### config.mk
export PLATFORM = sky130hd
export DESIGN_NAME = hdlc_byte_deframer_flat
export DESIGN_NICKNAME = d
export VERILOG_FILES = /design/src/hw/rtl/hdlcdf_pkg.sv /design/src/hw/rtl/hdlcdf_if.sv /design/src/hw/rtl/hdlc_byte_deframer.sv /design/src/flat_wrapper.sv
export SDC_FILE = /design/constraint.sdc
export NUM_CORES = 1
export LEC_CHECK = 0
export BUFFER_PORTS_ARGS = -buffer_cell sky130_fd_sc_hd__buf_2
export CAP_MARGIN = 20
export CORE_MARGIN = 2
export CORE_UTILIZATION = 39
export DETAILED_ROUTE_END_ITERATION = 10
export GPL_ROUTABILITY_DRIVEN = 0
export MAX_ROUTING_LAYER = met4
export PLACE_DENSITY = 0.55
export SLEW_MARGIN = 5
export SYNTH_ARGS = -nofsm -noshare
export SYNTH_HDL_FRONTEND = slang
export SYNTH_SLANG_ARGS = --single-unit
### constraint.sdc
create_clock -name clk -period 9 [get_ports clk]
set_input_delay 0.9 -clock clk [delete_from_list [all_inputs] [get_ports clk]]
set_output_delay 0.9 -clock clk [all_outputs]
set_load 0.1 [all_outputs]
### src/hw/rtl/hdlcdf_pkg.sv
// Shared types, codes and the byte-wide CRC-16 step for the HDLC byte deframer.
// No dependencies; hdlc_byte_deframer.sv in hw/rtl imports this package.
package hdlcdf_pkg;

  localparam logic [7:0] FLAG_BYTE = 8'h7E;
  localparam logic [7:0] ESC_BYTE  = 8'h7D;
  localparam logic [7:0] ESC_MASK  = 8'h20;
  localparam logic [15:0] CRC_POLY = 16'h1021;

  // Result kinds
  localparam logic KIND_BYTE = 1'b0;
  localparam logic KIND_END  = 1'b1;

  // End-of-frame status codes
  localparam logic [1:0] ST_GOOD      = 2'd0;
  localparam logic [1:0] ST_FCS_ERR   = 2'd1;
  localparam logic [1:0] ST_TOO_SHORT = 2'd2;
  localparam logic [1:0] ST_OVERFLOW  = 2'd3;

  // Configuration register indexes
  localparam int unsigned CFG_IDX_W = 3;
  localparam logic [CFG_IDX_W-1:0] CFG_OWN_ADDR   = 3'd0;
  localparam logic [CFG_IDX_W-1:0] CFG_PEER_ADDR  = 3'd1;
  localparam logic [CFG_IDX_W-1:0] CFG_BCAST_ADDR = 3'd2;
  localparam logic [CFG_IDX_W-1:0] CFG_CAPACITY   = 3'd3;
  localparam logic [CFG_IDX_W-1:0] CFG_SHORTEST   = 3'd4;
  localparam logic [CFG_IDX_W-1:0] CFG_CRC_SEED   = 3'd5;
  localparam int unsigned CFG_DATA_W = 16;

  typedef struct packed {
    logic        item_kind;
    logic [7:0]  frame_byte;
    logic [1:0]  end_status;
    logic [15:0] payload_len;
    logic [15:0] info_len;
  } result_t;

  // One byte through CRC-16/CCITT, MSB first, no final inversion
  function automatic logic [15:0] crc_byte(input logic [15:0] crc_in,
                                           input logic [7:0] data);
    logic [15:0] crc;
    crc = crc_in ^ {data, 8'h00};
    for (int i = 0; i < 8; i++) begin
      if (crc[15]) begin
        crc = {crc[14:0], 1'b0} ^ CRC_POLY;
      end else begin
        crc = {crc[14:0], 1'b0};
      end
    end
    return crc;
  endfunction

endpackage

### src/hw/rtl/hdlcdf_if.sv
// Valid/ready channel interfaces for the HDLC byte deframer: raw line bytes in,
// result items out. Depends on nothing else.
interface hdlcdf_byte_if;
  logic       valid;
  logic       ready;
  logic [7:0] line_byte;

  modport source (output valid, output line_byte, input ready);
  modport sink   (input valid, input line_byte, output ready);
endinterface

interface hdlcdf_result_if;
  logic        valid;
  logic        ready;
  logic        item_kind;
  logic [7:0]  frame_byte;
  logic [1:0]  end_status;
  logic [15:0] payload_len;
  logic [15:0] info_len;

  modport source (output valid, output item_kind, output frame_byte, output end_status,
                  output payload_len, output info_len, input ready);
  modport sink   (input valid, input item_kind, input frame_byte, input end_status,
                  input payload_len, input info_len, output ready);
endinterface

### src/hw/rtl/hdlc_byte_deframer.sv
// HDLC asynchronous byte deframer: unstuffing, address filter, CRC-16 check.
// Depends on hdlcdf_pkg and the channel interfaces in hdlcdf_if.sv.
//
//   channel    dir   payload                                          beat when
//   line_in    in    line_byte[7:0]                                   valid & ready
//   frame_out  out   item_kind, frame_byte, end_status,               valid & ready
//                    payload_len, info_len
//   cfg        in    cfg_index[2:0], cfg_wdata[15:0]                  cfg_wr_en
//
// One line byte is taken every cycle while the input is not stalled; each beat is
// decoded combinationally and its result, if any, is registered into the output
// register, or into the skid entry while the output stalls. A one-entry skid stage
// behind the output register sets the throughput: the input stalls only once both
// the output register and the skid entry are full. rst is synchronous, active high:
// hunt phase, empty output, registers at their reset values.
module hdlc_byte_deframer (
  input  logic                                   clk,
  input  logic                                   rst,
  hdlcdf_byte_if.sink                            line_in,
  hdlcdf_result_if.source                        frame_out,
  input  logic                                   cfg_wr_en,
  input  logic [hdlcdf_pkg::CFG_IDX_W-1:0]       cfg_index,
  input  logic [hdlcdf_pkg::CFG_DATA_W-1:0]      cfg_wdata
);
  import hdlcdf_pkg::*;

  typedef enum logic [1:0] {
    PH_HUNT = 2'd0,
    PH_ADDR = 2'd1,
    PH_DATA = 2'd2,
    PH_ESC  = 2'd3
  } phase_t;

  // Configuration registers
  logic [7:0]  own_address;
  logic [7:0]  partner_address;
  logic [7:0]  broadcast_address;
  logic [15:0] frame_capacity;
  logic [4:0]  shortest_frame;
  logic [15:0] crc_seed;

  // Frame state
  phase_t      phase, phase_next;
  logic [15:0] byte_count, byte_count_next;
  logic [15:0] running_crc, running_crc_next;
  logic [7:0]  hold0, hold1;       // two-byte window; the newest pair is the FCS at close

  // Output register and skid entry
  logic        out_valid;
  result_t     out_data;
  logic        skid_valid;
  result_t     skid_data;

  logic        accept;
  logic        res_valid;
  result_t     res;
  logic [7:0]  ub;                 // unstuffed byte
  logic        hold0_we, hold1_we;
  logic [7:0]  hold0_d;
  logic [15:0] pl, il;
  logic        addr_ok;

  assign line_in.ready = !skid_valid;
  assign accept        = line_in.valid && line_in.ready;

  assign frame_out.valid       = out_valid;
  assign frame_out.item_kind   = out_data.item_kind;
  assign frame_out.frame_byte  = out_data.frame_byte;
  assign frame_out.end_status  = out_data.end_status;
  assign frame_out.payload_len = out_data.payload_len;
  assign frame_out.info_len    = out_data.info_len;

  // Byte decode: one pass per beat
  always_comb begin
    phase_next       = phase;
    byte_count_next  = byte_count;
    running_crc_next = running_crc;
    res_valid        = 1'b0;
    res              = '0;
    hold0_we         = 1'b0;
    hold1_we         = 1'b0;
    hold0_d          = 8'h00;
    ub      = (phase == PH_ESC) ? (line_in.line_byte ^ ESC_MASK) : line_in.line_byte;
    pl      = byte_count - 16'd2;
    il      = (pl > 16'd2) ? (pl - 16'd2) : 16'd0;
    addr_ok = (ub == own_address) || (ub == partner_address) || (ub == broadcast_address);

    if (line_in.line_byte == FLAG_BYTE) begin
      // Close any open frame with stored bytes, then open a new one
      if (phase != PH_HUNT && byte_count != 16'd0) begin
        res_valid      = 1'b1;
        res.item_kind  = KIND_END;
        if (byte_count >= 16'd2 && byte_count >= {11'd0, shortest_frame}) begin
          res.end_status  = (running_crc == {hold0, hold1}) ? ST_GOOD : ST_FCS_ERR;
          res.payload_len = pl;
          res.info_len    = il;
        end else begin
          res.end_status  = ST_TOO_SHORT;
        end
      end
      phase_next       = PH_ADDR;
      byte_count_next  = 16'd0;
      running_crc_next = crc_seed;
    end else if (phase == PH_HUNT) begin
      // drop everything until a flag
    end else if (line_in.line_byte == ESC_BYTE) begin
      phase_next = PH_ESC;
    end else if (byte_count >= frame_capacity) begin
      res_valid      = 1'b1;
      res.item_kind  = KIND_END;
      res.end_status = ST_OVERFLOW;
      phase_next     = PH_HUNT;
    end else if (byte_count == 16'd0) begin
      if (addr_ok) begin
        hold0_we        = 1'b1;
        hold0_d         = ub;
        byte_count_next = 16'd1;
        phase_next      = PH_DATA;
      end else begin
        phase_next = PH_HUNT;
      end
    end else begin
      phase_next      = PH_DATA;
      hold1_we        = 1'b1;
      byte_count_next = byte_count + 16'd1;
      if (byte_count != 16'd1) begin
        // Release the oldest held byte and fold it into the CRC
        res_valid        = 1'b1;
        res.item_kind    = KIND_BYTE;
        res.frame_byte   = hold0;
        running_crc_next = crc_byte(running_crc, hold0);
        hold0_we         = 1'b1;
        hold0_d          = hold1;
      end
    end
  end

  // Configuration writes
  always_ff @(posedge clk) begin
    if (rst) begin
      own_address       <= 8'd1;
      partner_address   <= 8'd2;
      broadcast_address <= 8'd255;
      frame_capacity    <= 16'd256;
      shortest_frame    <= 5'd4;
      crc_seed          <= 16'hFFFF;
    end else if (cfg_wr_en) begin
      unique case (cfg_index)
        CFG_OWN_ADDR:   own_address       <= cfg_wdata[7:0];
        CFG_PEER_ADDR:  partner_address   <= cfg_wdata[7:0];
        CFG_BCAST_ADDR: broadcast_address <= cfg_wdata[7:0];
        CFG_CAPACITY:   frame_capacity    <= cfg_wdata;
        CFG_SHORTEST:   shortest_frame    <= cfg_wdata[4:0];
        CFG_CRC_SEED:   crc_seed          <= cfg_wdata;
        default: ;
      endcase
    end
  end

  // Frame state: advance on every accepted beat
  always_ff @(posedge clk) begin
    if (rst) begin
      phase       <= PH_HUNT;
      byte_count  <= 16'd0;
      running_crc <= 16'hFFFF;
    end else if (accept) begin
      phase       <= phase_next;
      byte_count  <= byte_count_next;
      running_crc <= running_crc_next;
    end
  end

  // Hold window: no reset, read only once written in the current frame
  always_ff @(posedge clk) begin
    if (accept && hold0_we) begin
      hold0 <= hold0_d;
    end
    if (accept && hold1_we) begin
      hold1 <= ub;
    end
  end

  // Output register with skid entry
  always_ff @(posedge clk) begin
    if (rst) begin
      out_valid  <= 1'b0;
      skid_valid <= 1'b0;
    end else if (frame_out.ready || !out_valid) begin
      if (skid_valid) begin
        out_valid  <= 1'b1;
        skid_valid <= 1'b0;
      end else begin
        out_valid <= accept && res_valid;
      end
    end else if (accept && res_valid) begin
      skid_valid <= 1'b1;
    end
  end

  always_ff @(posedge clk) begin
    if (frame_out.ready || !out_valid) begin
      if (skid_valid) begin
        out_data <= skid_data;
      end else if (accept && res_valid) begin
        out_data <= res;
      end
    end else if (accept && res_valid) begin
      skid_data <= res;
    end
  end

`ifndef SYNTHESIS
  // The skid entry only fills behind a held output
  a_skid_behind_out: assert property (@(posedge clk) disable iff (rst)
    skid_valid |-> out_valid)
    else $error("skid entry valid while output register empty");

  // A result produced while the output stalls must land in the skid entry
  a_stall_to_skid: assert property (@(posedge clk) disable iff (rst)
    (accept && res_valid && out_valid && !frame_out.ready) |=> skid_valid)
    else $error("result lost while output stalled");

  // Frame bytes carry no status or lengths
  a_byte_clean: assert property (@(posedge clk) disable iff (rst)
    (out_valid && out_data.item_kind == KIND_BYTE) |->
      (out_data.end_status == ST_GOOD && out_data.payload_len == 16'd0 &&
       out_data.info_len == 16'd0))
    else $error("frame byte result with status or length set");

  // Too short and overflow ends report zero lengths
  a_bad_end_len: assert property (@(posedge clk) disable iff (rst)
    (out_valid && out_data.item_kind == KIND_END &&
     (out_data.end_status == ST_TOO_SHORT || out_data.end_status == ST_OVERFLOW)) |->
      (out_data.payload_len == 16'd0 && out_data.info_len == 16'd0))
    else $error("short or overflow end with non-zero length");
`endif

endmodule

### src/flat_wrapper.sv
// flat-port wrapper written by rule: the top's interface ports become plain ports
module hdlc_byte_deframer_flat import hdlcdf_pkg::*;
  (clk, rst, cfg_wr_en, cfg_index, cfg_wdata, line_in_valid, line_in_line_byte, line_in_ready, frame_out_valid, frame_out_item_kind, frame_out_frame_byte, frame_out_end_status, frame_out_payload_len, frame_out_info_len, frame_out_ready);
  hdlcdf_byte_if line_in_i ();
  hdlcdf_result_if frame_out_i ();
  input  logic clk;
  input  logic rst;
  input  logic cfg_wr_en;
  input  logic [hdlcdf_pkg::CFG_IDX_W-1:0] cfg_index;
  input  logic [hdlcdf_pkg::CFG_DATA_W-1:0] cfg_wdata;
  input wire logic [$bits(line_in_i.valid)-1:0] line_in_valid;
  input wire logic [$bits(line_in_i.line_byte)-1:0] line_in_line_byte;
  output wire logic [$bits(line_in_i.ready)-1:0] line_in_ready;
  output wire logic [$bits(frame_out_i.valid)-1:0] frame_out_valid;
  output wire logic [$bits(frame_out_i.item_kind)-1:0] frame_out_item_kind;
  output wire logic [$bits(frame_out_i.frame_byte)-1:0] frame_out_frame_byte;
  output wire logic [$bits(frame_out_i.end_status)-1:0] frame_out_end_status;
  output wire logic [$bits(frame_out_i.payload_len)-1:0] frame_out_payload_len;
  output wire logic [$bits(frame_out_i.info_len)-1:0] frame_out_info_len;
  input wire logic [$bits(frame_out_i.ready)-1:0] frame_out_ready;
  assign line_in_i.valid = line_in_valid;
  assign line_in_i.line_byte = line_in_line_byte;
  assign line_in_ready = line_in_i.ready;
  assign frame_out_valid = frame_out_i.valid;
  assign frame_out_item_kind = frame_out_i.item_kind;
  assign frame_out_frame_byte = frame_out_i.frame_byte;
  assign frame_out_end_status = frame_out_i.end_status;
  assign frame_out_payload_len = frame_out_i.payload_len;
  assign frame_out_info_len = frame_out_i.info_len;
  assign frame_out_i.ready = frame_out_ready;
  hdlc_byte_deframer u_core (.clk(clk), .rst(rst), .line_in(line_in_i), .frame_out(frame_out_i), .cfg_wr_en(cfg_wr_en), .cfg_index(cfg_index), .cfg_wdata(cfg_wdata));
endmodule
==> results <==
- The worst hold path endpoint is u_core.frame_capacity[15].
- After synthesis, the share of cell area in mux cells is 1.95%.
- Internal power comes to 1.36 mW.
- The count of clock tree sinks is 199.
- The part of the power in the clock network is 43.0%.
- At the worst endpoint, the required time is 9.14 ns.
- The floorplan step defined a die boundary enclosing 27200 µm².
- In this run, synthesis inferred 102 flip-flops with an integrated enable.
- The net switching share of the total power is 24.1%.
- The distinct cell type count after synthesis is 70.
- The number of max-cap violations is 0.
- The flop-to-flop setup slack is 4.97 ns.
- The worst hold path begins at u_core.frame_capacity[15].
- The slew at the pin closest to its max-slew limit is 0.995 ns.
- The number of global-route vias before repair came to 6979.
- Of the total synthesized cell area, the portion taken by full adders, half adders and majority gates is 3.60%.
- The first-pass GRT wire length is 39900 µm.
- The combinational family with the most area after synthesis is simple AND/OR/NAND/NOR gates.
- Setup repair after global routing left no endpoint under its margin.
- The count of nets after finishing is 1118.
- The DRC violations left is 0.
- Using the TritonRoute via totals, the vias-per-cell ratio works out to 5.46.
- The total overflow left after global routing is 0.
- The remaining antenna violation count after routing is 0.
- Sorting the synthesized cells by area gives the leading types as edfxtp_1 (30%), dfxtp_1 (19%), nand2_1 (4.6%).
- The total of buffers placed on input and output ports is 76.
- The die is 165 µm tall.
- The cell sitting at the root of the clock tree is a clkbuf_16.
- For the worst setup path, the data arrival time is 4.17 ns.
- The final-report hold violation count came to 0.
- The pre-antenna-repair detailed-routing pass consisted of 6 iterations.
- During synthesis, Yosys emitted a total of 0 warnings.
- By startpoint and endpoint, the worst setup path is classified as register to register.
- In the layout the commonest cells are nand2_1 (124), edfxtp_1 (102), dfxtp_1 (96), nor2_1 (87), buf_2 (76).
- The placed wire-length estimate after detailed placement is 18000 µm.
- STA classifies the critical path endpoint as a register.
- Setup violations remaining at the end of the flow were counted as 0.
- The clock period could shrink to 4.03 ns.
- The simple-gate share of the synthesized area is 17.7%.
- The clock-pin slew on the worst setup and hold paths is 0.07 ns.
- Of the cells placed in the final design, the portion with a size suffix greater than 1 is 14.6%.
- The clock reaches the later pin of the worst-skew pair after 0.45 ns.
- Registers are responsible for 53.4% of the overall power.
- In this run the tightest slew margin relative to its limit is 33.4%.
- The netlist area before placement is 10100 µm².
- After detailed routing, the average wire length per cell comes to 18.1 µm.
- Counting every instance in the synthesized netlist gives 1016.
- Synthesis produced a netlist with a net count of 1077.
- The floorplan step set the die width to 165 µm.
- The worst register-to-register path ends at u_core.frame_out.info_len[9].
- The maximum clock frequency is 248 MHz.
- The class of the tightest hold or removal check is register to register.
- During I/O placement, the number of pins put on the boundary was 77.
- In this run the power density over the cells is 158 nW/µm².
- The switching component of the power is 0.432 mW.
- The number of antenna violations at the first check in global routing came to 2.
- The most used flip-flop cell after synthesis is edfxtp_1.
- The initial standard-cell utilization of the core is 39.9%.
- Leaving out fill and tap cells, the most frequent cell in the layout is nand2_1.
- For the final database, setup skew stands at 0.0206 ns.
- The startpoint of the lowest-slack register-to-register path is u_core.byte_count[5].
- Hold is met by 0.458 ns.
- The top cell type's share of synthesized area is 30.4%.
- Per report_power, the combinational group accounts for 3.6% of the total.
- The area added between synthesis and finish is 12.2%.
- The max-slew violation total from the final report came to 0.
- The H-tree was split into 4 levels.
- The share of the clock period used by the worst path after layout is 44.8%.
- In this run, post-CTS hold repair placed 0 buffers.
- The maximum count of clock buffers along a single path is 2.
- After clock tree synthesis, the repair step resized 0 gates.
- The worst hold path cell count is 2.
- Entering global routing, the biggest net connects 87 pins.
- TritonCTS created 17 clock buffers.
- The element type at the critical path start is a register.
- Summed over all instances, the cell type with the most area after synthesis is edfxtp_1.
- The synthesized netlist devotes 16.3% of its cell area to compound gates.
- The maximum fanout along the worst path is 39.
- The total wirelength of the detailed-routed design is 25300 µm.
- The leakage dissipation is 4.06 nW.
- The aggregate global-route resource usage is 19.6%.
- The flow ran to the end, and the final reports show no timing, DRC or antenna violations.
- Counting flops with an async set or reset pin after synthesis yields a share of 0%.
- In this run the standard cell core region covers 25300 µm².
- The average cell area after synthesis is 9.92 µm².
- After the first detailed-routing iteration, the DRC count stood at 624.
- After routing, the total negative slack on setup checks comes to 0 ns.
- The flip-flop and latch count after synthesis is 199.
- For the worst flop-to-flop path, the logic depth is 9.
- The post-synthesis xor/xnor area fraction is 6.86%.
- The proportion of synthesized chip area in sequential cells is 49.6%.
- The final route contains 7652 vias.
- TritonCTS built the clock tree.
- The largest voltage drop on the vdd net is 0.0976 mV.
- The number of buffers inserted to repair setup after CTS is 0.
- The number of core rows is 58.
-- worst max path at each step --
stage / start / to / slack (ns) / cells past startpoint
final: u_core.byte_count[5] / u_core.frame_out.info_len[9] / 4.97 / 9
after global routing: u_core.byte_count[5] / u_core.frame_out.info_len[9] / 4.74 / 9
after CTS: u_core.byte_count[5] / u_core.frame_out.info_len[9] / 5.01 / 9
after detailed placement: u_core.byte_count[5] / u_core.frame_out.payload_len[12] / 5.03 / 9
after global placement: u_core.byte_count[5] / u_core.frame_out.payload_len[12] / 5.06 / 9
after floorplan: u_core.byte_count[1] / u_core.frame_out.end_status[0] / 4.35 / 7
-- cell usage after synthesis (12+ instances only) --
| cell type | number |
|---|---|
| inv_1 | 28 |
| a211o_1 | 45 |
| nor3_1 | 19 |
| nand4_1 | 12 |
| mux2_2 | 13 |
| edfxtp_1 | 102 |
| a31oi_1 | 15 |
| xnor2_1 | 50 |
| ha_1 | 29 |
| xor2_1 | 29 |
| nor2_1 | 88 |
| o21ai_0 | 14 |
| a21oi_1 | 69 |
| clkbuf_1 | 40 |
| dfxtp_1 | 97 |
| or3_1 | 15 |
| nand2_1 | 124 |
| o31ai_1 | 31 |
| nor2b_1 | 25 |
| buf_2 | 16 |
| nand3_1 | 14 |
-- power groups by stage --
stage	Sequential, mW	Combinational (mW)	Clock, mW
final	0.957	0.0641	0.770
after global routing	0.958	0.0714	0.822
after CTS	0.957	0.0638	0.788
after detailed placement	0.978	0.0636	0
after global placement	0.977	0.0634	0
after floorplan	0.975	0.0396	0
-- critical path: stages (launching register included) --
cell and delay (ns):
dfxtp_1 0.70, ha_1 0.35, a211o_1 0.30, a21oi_1 0.12, o31ai_1 0.11, a211oi_2 0.63, a21oi_1 0.11, o311ai_0 0.87
a21oi_4 0.19, buf_4 0.33
-- logic make-up after synthesis --
family	Yosys count
and+or+nand+nor	365
AOI/OAI and AO/OA	232
DFF	199
buffers and inverters	94
xor gates and xnor gates	79
adders and majority gates	29
muxes	18
-- stage by stage --
| stage | area [µm²] | util (%) | worst slack, ns | power (mW) | cells |
|---|---|---|---|---|---|
| floorplan | 10100 | - | 4.35 | 1.01 | 1016 |
| global placement | 10700 | 42.3 | 5.06 | 1.04 | 1364 |
| detailed placement | 10700 | 42.3 | 5.03 | 1.04 | 1364 |
| CTS | 11300 | 44.6 | 5.01 | 1.81 | 1396 |
| global route | 11300 | 44.8 | 4.74 | 1.85 | 1402 |
| finish | 11300 | 44.8 | 4.97 | 1.79 | 1402 |
-- cell type report --
class                   count  area (µm²)
diodes                      2        5.00
clock buffers              18         429
clock inverters            14         155
fillers                  2462       13900
inverters                  29         109
multi-input cells         723        4710
flip-flops and latches    199        5010
well taps                 330         413
repair buffers             87         480
-- metal layers --
layer	routed length (µm)	GRT usage [%]	up-vias	part of all wire [%]
met2	11000	27.7	203	43
met4	331	4.90	0	1.3
met5	0	-	-	0
met3	1130	3.24	26	4.5
li1	-	-	3758	-
met1	12800	29.1	3665	51
-- sequential cells by signal, indices dropped and copies added (netlist names), 16 cells and up --
register                      count
u_core.running_crc               16
u_core.byte_count                16
u_core.skid_data                 43
u_core.frame_out.payload_len     16
u_core.crc_seed                  16
u_core.frame_capacity            16
u_core.frame_out.info_len        16
Power figures use the tool's default switching activity.
